### config.mk
export PLATFORM = sky130hd
export DESIGN_NAME = vt_escape_sequence_parser_fsm_flat
export DESIGN_NICKNAME = d
export VERILOG_FILES = /design/src/hdl/vtesc_pkg.sv /design/src/hdl/vtesc_if.sv /design/src/hdl/vt_escape_sequence_parser_fsm.sv /design/src/hdl/vtesc_in_stage.sv /design/src/hdl/vtesc_fsm.sv /design/src/hdl/vtesc_out_stage.sv /design/src/flat_wrapper.sv
export SDC_FILE = /design/constraint.sdc
export NUM_CORES = 1
export LEC_CHECK = 0
export ABC_CLOCK_PERIOD_IN_PS = 2000
export BUFFER_PORTS_ARGS = -buffer_cell sky130_fd_sc_hd__buf_2
export CAP_MARGIN = 15
export CORE_MARGIN = 2
export CORE_UTILIZATION = 45
export CTS_BUF_LIST = sky130_fd_sc_hd__clkbuf_8
export CTS_CLUSTER_DIAMETER = 50
export DETAILED_ROUTE_END_ITERATION = 6
export PLACE_DENSITY = 0.67
export SKIP_LAST_GASP = 1
export SLEW_MARGIN = 20
export SYNTH_ARGS = -nofsm -noshare
export SYNTH_HDL_FRONTEND = slang
export SYNTH_SLANG_ARGS = --single-unit
### constraint.sdc
create_clock -name i_clk -period 2 [get_ports i_clk]
set_clock_uncertainty 0.05 [all_clocks]
set_input_delay 0 -clock i_clk [delete_from_list [all_inputs] [get_ports i_clk]]
set_output_delay 0 -clock i_clk [all_outputs]
set_load 0.05 [all_outputs]
### src/hdl/vtesc_pkg.sv
// ----------------------------------------------------------------------------
// vtesc_pkg
// Event codes, action codes and the record passed between parser stages.
// ----------------------------------------------------------------------------
package vtesc_pkg;

    localparam int unsigned OP_W    = 4;
    localparam int unsigned BYTE_W  = 8;
    localparam int unsigned ACT_W   = 4;
    localparam int unsigned STATE_W = 3;

    typedef enum logic [OP_W-1:0] {
        OP_RESET   = 4'd0,
        OP_FLUSH   = 4'd1,
        OP_ESC     = 4'd2,
        OP_EXECUTE = 4'd3,
        OP_PRINT   = 4'd4,
        OP_INTER   = 4'd5,
        OP_PARAM   = 4'd6,
        OP_COLON   = 4'd7,
        OP_PRIVATE = 4'd8,
        OP_CSI     = 4'd9,
        OP_SS3     = 4'd10,
        OP_FINAL   = 4'd11
    } t_op;

    typedef enum logic [ACT_W-1:0] {
        ACT_NONE    = 4'd0,
        ACT_CLEAR   = 4'd1,
        ACT_ESCD    = 4'd2,
        ACT_EXECUTE = 4'd3,
        ACT_PRINT   = 4'd4,
        ACT_COLLECT = 4'd5,
        ACT_PARAM   = 4'd6,
        ACT_CSID    = 4'd7,
        ACT_SS3D    = 4'd8
    } t_act;

    // Event held in the input register
    typedef struct packed {
        logic [OP_W-1:0]   op;
        logic [BYTE_W-1:0] data_byte;
    } t_evt;

    // Outcome of one event: one action, or two when pair is set
    typedef struct packed {
        t_act                first_act;
        t_act                second_act;
        logic                pair;
        logic [STATE_W-1:0]  new_state;
        logic [BYTE_W-1:0]   data_byte;
    } t_step;

endpackage

### src/hdl/vtesc_if.sv
// ----------------------------------------------------------------------------
// vtesc_if
// Valid/ready channels for parser events and parser actions.
// ----------------------------------------------------------------------------
interface vtesc_evt_if;
    logic       valid;
    logic       ready;
    logic [3:0] op;
    logic [7:0] data_byte;

    modport source (output valid, output op, output data_byte, input ready);
    modport sink   (input valid, input op, input data_byte, output ready);
endinterface

interface vtesc_act_if;
    logic       valid;
    logic       ready;
    logic [3:0] action;
    logic [7:0] action_byte;
    logic [2:0] new_state;
    logic       last;

    modport source (output valid, output action, output action_byte,
                    output new_state, output last, input ready);
    modport sink   (input valid, input action, input action_byte,
                    input new_state, input last, output ready);
endinterface

### src/hdl/vt_escape_sequence_parser_fsm.sv
// ----------------------------------------------------------------------------
// vt_escape_sequence_parser_fsm
// Escape-sequence parser: classified character events in, action codes out.
// ----------------------------------------------------------------------------
// One event is taken per clock while the result register is free (empty, or
// o_act ready with no second action pending); its first action reaches o_act
// via the input register, then the result register. Most events give one
// action; flush while in the escape state gives clear then esc_dispatch, and
// the second action holds the result register until taken. Every action carries
// the event's byte and the parser state after the event; last marks the final
// action of an event. The user must write input_mode through i_cfg_we/
// i_cfg_wdata only while the parser is idle; the block does not enforce it.
module vt_escape_sequence_parser_fsm (
    input  logic        i_clk,
    input  logic        i_rst_n,
    input  logic        i_cfg_we,
    input  logic        i_cfg_wdata,
    vtesc_evt_if.sink   i_evt,
    vtesc_act_if.source o_act
);
    import vtesc_pkg::*;

    logic  evt_valid;
    t_evt  evt;
    logic  take;
    logic  out_free;
    t_step step;

    vtesc_in_stage u_in_stage (
        .i_clk   (i_clk),
        .i_rst_n (i_rst_n),
        .i_evt   (i_evt),
        .i_take  (take),
        .o_valid (evt_valid),
        .o_evt   (evt)
    );

    vtesc_fsm u_fsm (
        .i_clk       (i_clk),
        .i_rst_n     (i_rst_n),
        .i_cfg_we    (i_cfg_we),
        .i_cfg_wdata (i_cfg_wdata),
        .i_valid     (evt_valid),
        .i_evt       (evt),
        .i_out_free  (out_free),
        .o_take      (take),
        .o_step      (step)
    );

    vtesc_out_stage u_out_stage (
        .i_clk   (i_clk),
        .i_rst_n (i_rst_n),
        .i_take  (take),
        .i_step  (step),
        .o_free  (out_free),
        .o_act   (o_act)
    );

endmodule

### src/hdl/vtesc_in_stage.sv
// ----------------------------------------------------------------------------
// vtesc_in_stage
// Input register: captures one event per transfer, frees as it is consumed.
// ----------------------------------------------------------------------------
module vtesc_in_stage (
    input  logic              i_clk,
    input  logic              i_rst_n,
    vtesc_evt_if.sink         i_evt,
    input  logic              i_take,
    output logic              o_valid,
    output vtesc_pkg::t_evt   o_evt
);
    import vtesc_pkg::*;

    logic r_valid;
    logic n_valid;
    t_evt r_evt;

    assign i_evt.ready = !r_valid || i_take;

    always_comb begin
        n_valid = r_valid;
        if (i_evt.ready) begin
            n_valid = i_evt.valid;
        end
    end

    always_ff @(posedge i_clk) begin
        if (!i_rst_n) begin
            r_valid <= 1'b0;
        end else begin
            r_valid <= n_valid;
        end
        if (i_evt.valid && i_evt.ready) begin
            r_evt.op        <= i_evt.op;
            r_evt.data_byte <= i_evt.data_byte;
        end
    end

    assign o_valid = r_valid;
    assign o_evt   = r_evt;

endmodule

### src/hdl/vtesc_fsm.sv
// ----------------------------------------------------------------------------
// vtesc_fsm
// Parser state, input-mode register and the per-event transition table.
// ----------------------------------------------------------------------------
module vtesc_fsm (
    input  logic              i_clk,
    input  logic              i_rst_n,
    input  logic              i_cfg_we,
    input  logic              i_cfg_wdata,
    input  logic              i_valid,
    input  vtesc_pkg::t_evt   i_evt,
    input  logic              i_out_free,
    output logic              o_take,
    output vtesc_pkg::t_step  o_step
);
    import vtesc_pkg::*;

    typedef enum logic [STATE_W-1:0] {
        S_NORMAL    = 3'd0,
        S_ESCAPE    = 3'd1,
        S_ESC_IMED  = 3'd2,
        S_CSI_BEGIN = 3'd3,
        S_CSI_ARGS  = 3'd4,
        S_CSI_IMED  = 3'd5,
        S_CSI_DROP  = 3'd6,
        S_SS3       = 3'd7
    } t_state;

    t_state r_state;
    t_state n_state;
    logic   r_input_mode;
    t_act   first_act;
    t_act   second_act;
    logic   pair;

    assign o_take = i_valid && i_out_free;

    always_comb begin
        n_state    = r_state;
        first_act  = ACT_NONE;
        second_act = ACT_NONE;
        pair       = 1'b0;
        unique case (t_op'(i_evt.op))
            OP_RESET: begin
                first_act = ACT_CLEAR;
                n_state   = S_NORMAL;
            end
            OP_FLUSH: begin
                first_act = ACT_CLEAR;
                if (r_state == S_ESCAPE) begin
                    second_act = ACT_ESCD;
                    pair       = 1'b1;
                end
                n_state = S_NORMAL;
            end
            OP_ESC: begin
                n_state = S_ESCAPE;
            end
            OP_EXECUTE: begin
                first_act = ACT_EXECUTE;
            end
            OP_PRINT: begin
                if (r_state == S_NORMAL) begin
                    first_act = ACT_PRINT;
                end
            end
            OP_INTER: begin
                // input mode: an intermediate right after ESC is the final
                if (r_state == S_ESCAPE && r_input_mode) begin
                    first_act = ACT_ESCD;
                    n_state   = S_NORMAL;
                end else if (r_state inside {S_ESCAPE, S_ESC_IMED}) begin
                    first_act = ACT_COLLECT;
                    n_state   = S_ESC_IMED;
                end else if (r_state inside {S_CSI_BEGIN, S_CSI_ARGS,
                                             S_CSI_IMED}) begin
                    first_act = ACT_COLLECT;
                    n_state   = S_CSI_IMED;
                end
            end
            OP_PARAM: begin
                if (r_state inside {S_CSI_BEGIN, S_CSI_ARGS}) begin
                    first_act = ACT_PARAM;
                    n_state   = S_CSI_ARGS;
                end else if (r_state inside {S_CSI_IMED, S_CSI_DROP}) begin
                    n_state = S_CSI_DROP;
                end
            end
            OP_COLON: begin
                if (r_state inside {S_CSI_BEGIN, S_CSI_ARGS, S_CSI_IMED,
                                    S_CSI_DROP}) begin
                    n_state = S_CSI_DROP;
                end
            end
            OP_PRIVATE: begin
                if (r_state == S_CSI_BEGIN) begin
                    first_act = ACT_COLLECT;
                    n_state   = S_CSI_ARGS;
                end else if (r_state inside {S_CSI_ARGS, S_CSI_IMED,
                                             S_CSI_DROP}) begin
                    n_state = S_CSI_DROP;
                end
            end
            OP_CSI: begin
                if (r_state == S_ESCAPE) begin
                    n_state = S_CSI_BEGIN;
                end
            end
            OP_SS3: begin
                if (r_state == S_ESCAPE) begin
                    n_state = S_SS3;
                end
            end
            OP_FINAL: begin
                if (r_state inside {S_ESCAPE, S_ESC_IMED}) begin
                    first_act = ACT_ESCD;
                    n_state   = S_NORMAL;
                end else if (r_state inside {S_CSI_BEGIN, S_CSI_ARGS,
                                             S_CSI_IMED}) begin
                    first_act = ACT_CSID;
                    n_state   = S_NORMAL;
                end else if (r_state == S_CSI_DROP) begin
                    n_state = S_NORMAL;
                end else if (r_state == S_SS3) begin
                    first_act = ACT_SS3D;
                    n_state   = S_NORMAL;
                end
            end
            default: begin
            end
        endcase
    end

    always_ff @(posedge i_clk) begin
        if (!i_rst_n) begin
            r_state      <= S_NORMAL;
            r_input_mode <= 1'b0;
        end else begin
            if (o_take) begin
                r_state <= n_state;
            end
            if (i_cfg_we) begin
                r_input_mode <= i_cfg_wdata;
            end
        end
    end

    assign o_step.first_act  = first_act;
    assign o_step.second_act = second_act;
    assign o_step.pair       = pair;
    assign o_step.new_state  = n_state;
    assign o_step.data_byte  = i_evt.data_byte;

    a_reset_to_ground: assert property (@(posedge i_clk) disable iff (!i_rst_n)
        o_take && (i_evt.op == OP_RESET || i_evt.op == OP_FLUSH)
        |=> r_state == S_NORMAL)
        else $error("reset or flush did not return to ground");

    a_pair_only_on_flush: assert property (@(posedge i_clk) disable iff (!i_rst_n)
        o_take && pair |-> i_evt.op == OP_FLUSH && r_state == S_ESCAPE)
        else $error("two actions outside flush in escape");

endmodule

### src/hdl/vtesc_out_stage.sv
// ----------------------------------------------------------------------------
// vtesc_out_stage
// Result register with a slot for the second action of a two-action event.
// ----------------------------------------------------------------------------
module vtesc_out_stage (
    input  logic              i_clk,
    input  logic              i_rst_n,
    input  logic              i_take,
    input  vtesc_pkg::t_step  i_step,
    output logic              o_free,
    vtesc_act_if.source       o_act
);
    import vtesc_pkg::*;

    logic               r_valid;
    logic               r_pend;
    t_act               r_action;
    t_act               r_pend_action;
    logic               r_last;
    logic [BYTE_W-1:0]  r_byte;
    logic [STATE_W-1:0] r_state;
    logic               shift;

    // free when empty, or when the shown result is the last of its event and o_act is ready
    assign o_free = !r_valid || (o_act.ready && !r_pend);
    assign shift  = r_valid && r_pend && o_act.ready;

    always_ff @(posedge i_clk) begin
        if (!i_rst_n) begin
            r_valid <= 1'b0;
            r_pend  <= 1'b0;
        end else if (i_take) begin
            r_valid <= 1'b1;
            r_pend  <= i_step.pair;
        end else if (shift) begin
            r_pend  <= 1'b0;
        end else if (o_act.ready) begin
            r_valid <= 1'b0;
        end
        if (i_take) begin
            r_action      <= i_step.first_act;
            r_pend_action <= i_step.second_act;
            r_last        <= !i_step.pair;
            r_byte        <= i_step.data_byte;
            r_state       <= i_step.new_state;
        end else if (shift) begin
            r_action <= r_pend_action;
            r_last   <= 1'b1;
        end
    end

    assign o_act.valid       = r_valid;
    assign o_act.action      = r_action;
    assign o_act.action_byte = r_byte;
    assign o_act.new_state   = r_state;
    assign o_act.last        = r_last;

    a_pend_needs_valid: assert property (@(posedge i_clk) disable iff (!i_rst_n)
        r_pend |-> r_valid && !r_last)
        else $error("pending second action without a shown first");

    a_pair_follows: assert property (@(posedge i_clk) disable iff (!i_rst_n)
        r_valid && o_act.ready && !r_last
        |=> r_valid && r_last && r_action == ACT_ESCD)
        else $error("second action of a pair missing");

    a_pair_order: assert property (@(posedge i_clk) disable iff (!i_rst_n)
        r_pend |-> r_action == ACT_CLEAR && r_pend_action == ACT_ESCD)
        else $error("action pair out of order");

endmodule

### src/flat_wrapper.sv
// flat-port wrapper written by rule: the top's interface ports become plain ports
module vt_escape_sequence_parser_fsm_flat import vtesc_pkg::*;
  (i_clk, i_rst_n, i_cfg_we, i_cfg_wdata, i_evt_valid, i_evt_op, i_evt_data_byte, i_evt_ready, o_act_valid, o_act_action, o_act_action_byte, o_act_new_state, o_act_last, o_act_ready);
  vtesc_evt_if i_evt_i ();
  vtesc_act_if o_act_i ();
  input  logic i_clk;
  input  logic i_rst_n;
  input  logic i_cfg_we;
  input  logic i_cfg_wdata;
  input wire logic [$bits(i_evt_i.valid)-1:0] i_evt_valid;
  input wire logic [$bits(i_evt_i.op)-1:0] i_evt_op;
  input wire logic [$bits(i_evt_i.data_byte)-1:0] i_evt_data_byte;
  output wire logic [$bits(i_evt_i.ready)-1:0] i_evt_ready;
  output wire logic [$bits(o_act_i.valid)-1:0] o_act_valid;
  output wire logic [$bits(o_act_i.action)-1:0] o_act_action;
  output wire logic [$bits(o_act_i.action_byte)-1:0] o_act_action_byte;
  output wire logic [$bits(o_act_i.new_state)-1:0] o_act_new_state;
  output wire logic [$bits(o_act_i.last)-1:0] o_act_last;
  input wire logic [$bits(o_act_i.ready)-1:0] o_act_ready;
  assign i_evt_i.valid = i_evt_valid;
  assign i_evt_i.op = i_evt_op;
  assign i_evt_i.data_byte = i_evt_data_byte;
  assign i_evt_ready = i_evt_i.ready;
  assign o_act_valid = o_act_i.valid;
  assign o_act_action = o_act_i.action;
  assign o_act_action_byte = o_act_i.action_byte;
  assign o_act_new_state = o_act_i.new_state;
  assign o_act_last = o_act_i.last;
  assign o_act_i.ready = o_act_ready;
  vt_escape_sequence_parser_fsm u_core (.i_clk(i_clk), .i_rst_n(i_rst_n), .i_cfg_we(i_cfg_we), .i_cfg_wdata(i_cfg_wdata), .i_evt(i_evt_i), .o_act(o_act_i));
endmodule
==> flow_summary.ini <==
[floorplanning]
fp.dieW_um = 67.0
start_util_pct = 47.8
dieArea_sq_um = 4490
die_h_um = 67.0
rows = 22
core_area_sq_um = 3740
pin_count = 36

[sta]
maxSlewHeadroom_pct = 63.9
setup_viol = 0
fmax_ghz = 0.535
hold_viol_final = 0
fin_setup_tns_ns = 0
rsz0062_at_grt = no
period_needed_ns = 1.87
timing.final.crit_share_pct = 93.4
setup_slack_ns = 0.132
final_max_slew_viol_count = 0
tightest_slew_ns = 0.541

[synthesis]
synth_cell_types = 48
synth_top_area_share_pct = 48.7
synthArstFlopShare_pct = 0
synth_edf_count = 29
syn_area_per_cell_sq_um = 11.4
yosysWarningCount = 0
synth_area_leaders = edfxtp_1 (49%), dfxtp_1 (7.8%), a21oi_1 (4.2%)
yosysSeqAreaShare_pct = 56.5
synth_most_common_cell = edfxtp_1
synth_top_area_cell = edfxtp_1
netlist_top_cells_count = edfxtp_1 (29), a21oi_1 (15), nand2b_1 (11), buf_2 (10), nand2_1 (9)
ys_seq_elements = 36
netlist_instances = 157
synth_area_sq_um = 1790
syn_nets = 175
ys.flop_type = edfxtp_1

[clock_tree]
h-tree-depth = 2
cts_tree = built
root_buffer = clkbuf_8
cts.sinks = 36
post_cts.repair.setup_buffers = 0
clock_latency_ns = 0.28
cts_inserted_buffers = 5
clockBufferDepth = 2
clk_pin_slew_ns = 0.07
cts_resized = 0

[global_routing]
grt_pass1_wl_um = 6540
grtUsageTotal_pct = 19.8
antenna_found_initial = 0
grt-ovfl-total = 0
grt_max_degree = 18
grt_pass1_vias = 1406

[setup_path]
crit_start = u_core.u_in_stage.o_evt[8]$_DFFE_PP_
cp.required_ns = 2.14
rr_startpoint = u_core.u_in_stage.o_evt[8]$_DFFE_PP_
crit_path_start_kind = flop
worstSetupPathType = reg2reg
r2r_slack_ns = 0.13
worstPathArrival_ns = 2.01
end_kind = flop
cp_max_fo = 17

[pwr]
totalPowerFinal_mw = 1.70
vdd_ir_drop_max_mv = 0.664
p_leak_nw = 0.884
power.density_nw_per_um2 = 731

[cells_and_area]
post-route-util_pct = 62.0
diodes = 0
area_growth_syn_to_layout_pct = 29.7
nets = 234
fin_cells = 265
drive_gt1_share_pct = 27.6

[placement]
placed_cells = 241
dp_slack_ns = 0.156
io_buffer_count = 35
dp_hpwl_um = 2840
gp_congestion = 0.868

[route]
vias = 1459
routedWlPerCell_um = 15.2
drcViolationCount = 0
drt_iter0_drc = 125
avgViaCountPerCell = 5.51
routed_wl_um = 4020
ant_nets = 0
firstDrtPassIters = 4

[min_path]
hold_class = in2reg
min_from = o_act_ready

[flow_run]
maxCapViolCount = 0

[run_status]
status = completed
## placed cells by master, fill, tap and decap left out, drive strengths merged, types with 6 or more instances in the layout
master | Yosys | layout
nand2b | 11 | 11
buf | 11 | 48
inv | 8 | 9
o21ai | 6 | 6
clkbuf | 1 | 7
dlygate4sd3 | 0 | 16
dfxtp | 7 | 7
nand2 | 9 | 9
nor2 | 7 | 7
a21oi | 15 | 15
edfxtp | 29 | 29
## repair_timing
item	CTS	global route
setup endpoints to repair	0	0
hold endpoints to repair	16	0
hold buffers	16	0
## path summary, 6_finish.rpt
check	endpoint	depth (start not counted)
worst min-delay path	u_core.u_in_stage.o_valid$_SDFFE_PN0N_	4
worst min register to register	u_core.u_out_stage.o_act.action_byte[5]$_DFFE_PP_	0
worst max-delay path	u_core.u_fsm.r_state[1]$_SDFFE_PN0P_	4
worst max register to register	u_core.u_fsm.r_state[1]$_SDFFE_PN0P_	4
## critical path, cell delays in order, from the launching register on
cell and delay [ns]:
edfxtp_1 0.59, or3b_1 0.47, a21oi_1 0.24, o32ai_1 0.14, a311oi_1 0.28
## per-stage QoR
step                      area [sq um]  hold slack, ns
after CTS                         2320          0.0977
after global routing              2320           0.114
final                             2320           0.118
after floorplan                   1790          0.0489
after detailed placement          2060           0.128
after global placement            2060           0.127
## cell families (layout without fill, tap and decap cells)
family                 count (synthesis)  in the layout  share of synthesized area [%]
flip-flops                            36             36                           56.5
AND/OR/NAND/NOR                       49             49                           17.4
AO/OA/AOI/OAI                         46             46                           17.7
buffers and inverters                 20             80                           5.32
XOR/XNOR                               4              4                           1.96
multiplexers                           2              2                           1.12
## registers in the layout, summed over array words and instances (netlist names)
register / count
u_core.u_in_stage.o_evt: 12
u_core.u_out_stage.o_act.action_byte: 8
u_core.u_out_stage.o_act.action: 4
u_core.u_fsm.r_state: 3
u_core.u_out_stage.o_act.new_state: 3
u_core.u_fsm.r_input_mode: 1
u_core.u_in_stage.o_valid: 1
u_core.u_out_stage.o_act.last: 1
u_core.u_out_stage.o_act.valid: 1
u_core.u_out_stage.r_pend: 1
u_core.u_out_stage.r_pend_action: 1
## metal layers
layer  vias up  wire, um  GRT usage (%)
met2        50      2010           33.9
met1       685      1750           24.1
met5         -         0              0
met4         0        56           4.85
li1        716         -              -
met3         8       203           5.91
## power breakdown
part,internal [mW],leakage (nW),switching [mW]
sequential,0.851,0.333,0.0383
clock,0.309,0.0557,0.235
combinational,0.107,0.496,0.155
## layout make-up
cell class,instances,area (sq um)
Multi-Input combinational cell,101,686
Inverter,8,30.0
Sequential cell,36,1010
Tap cell,48,60.1
Clock inverter,1,3.75
Fill cell,337,1420
Timing Repair Buffer,64,433
Clock buffer,7,96.3
(Power assumes the default switching activity.)
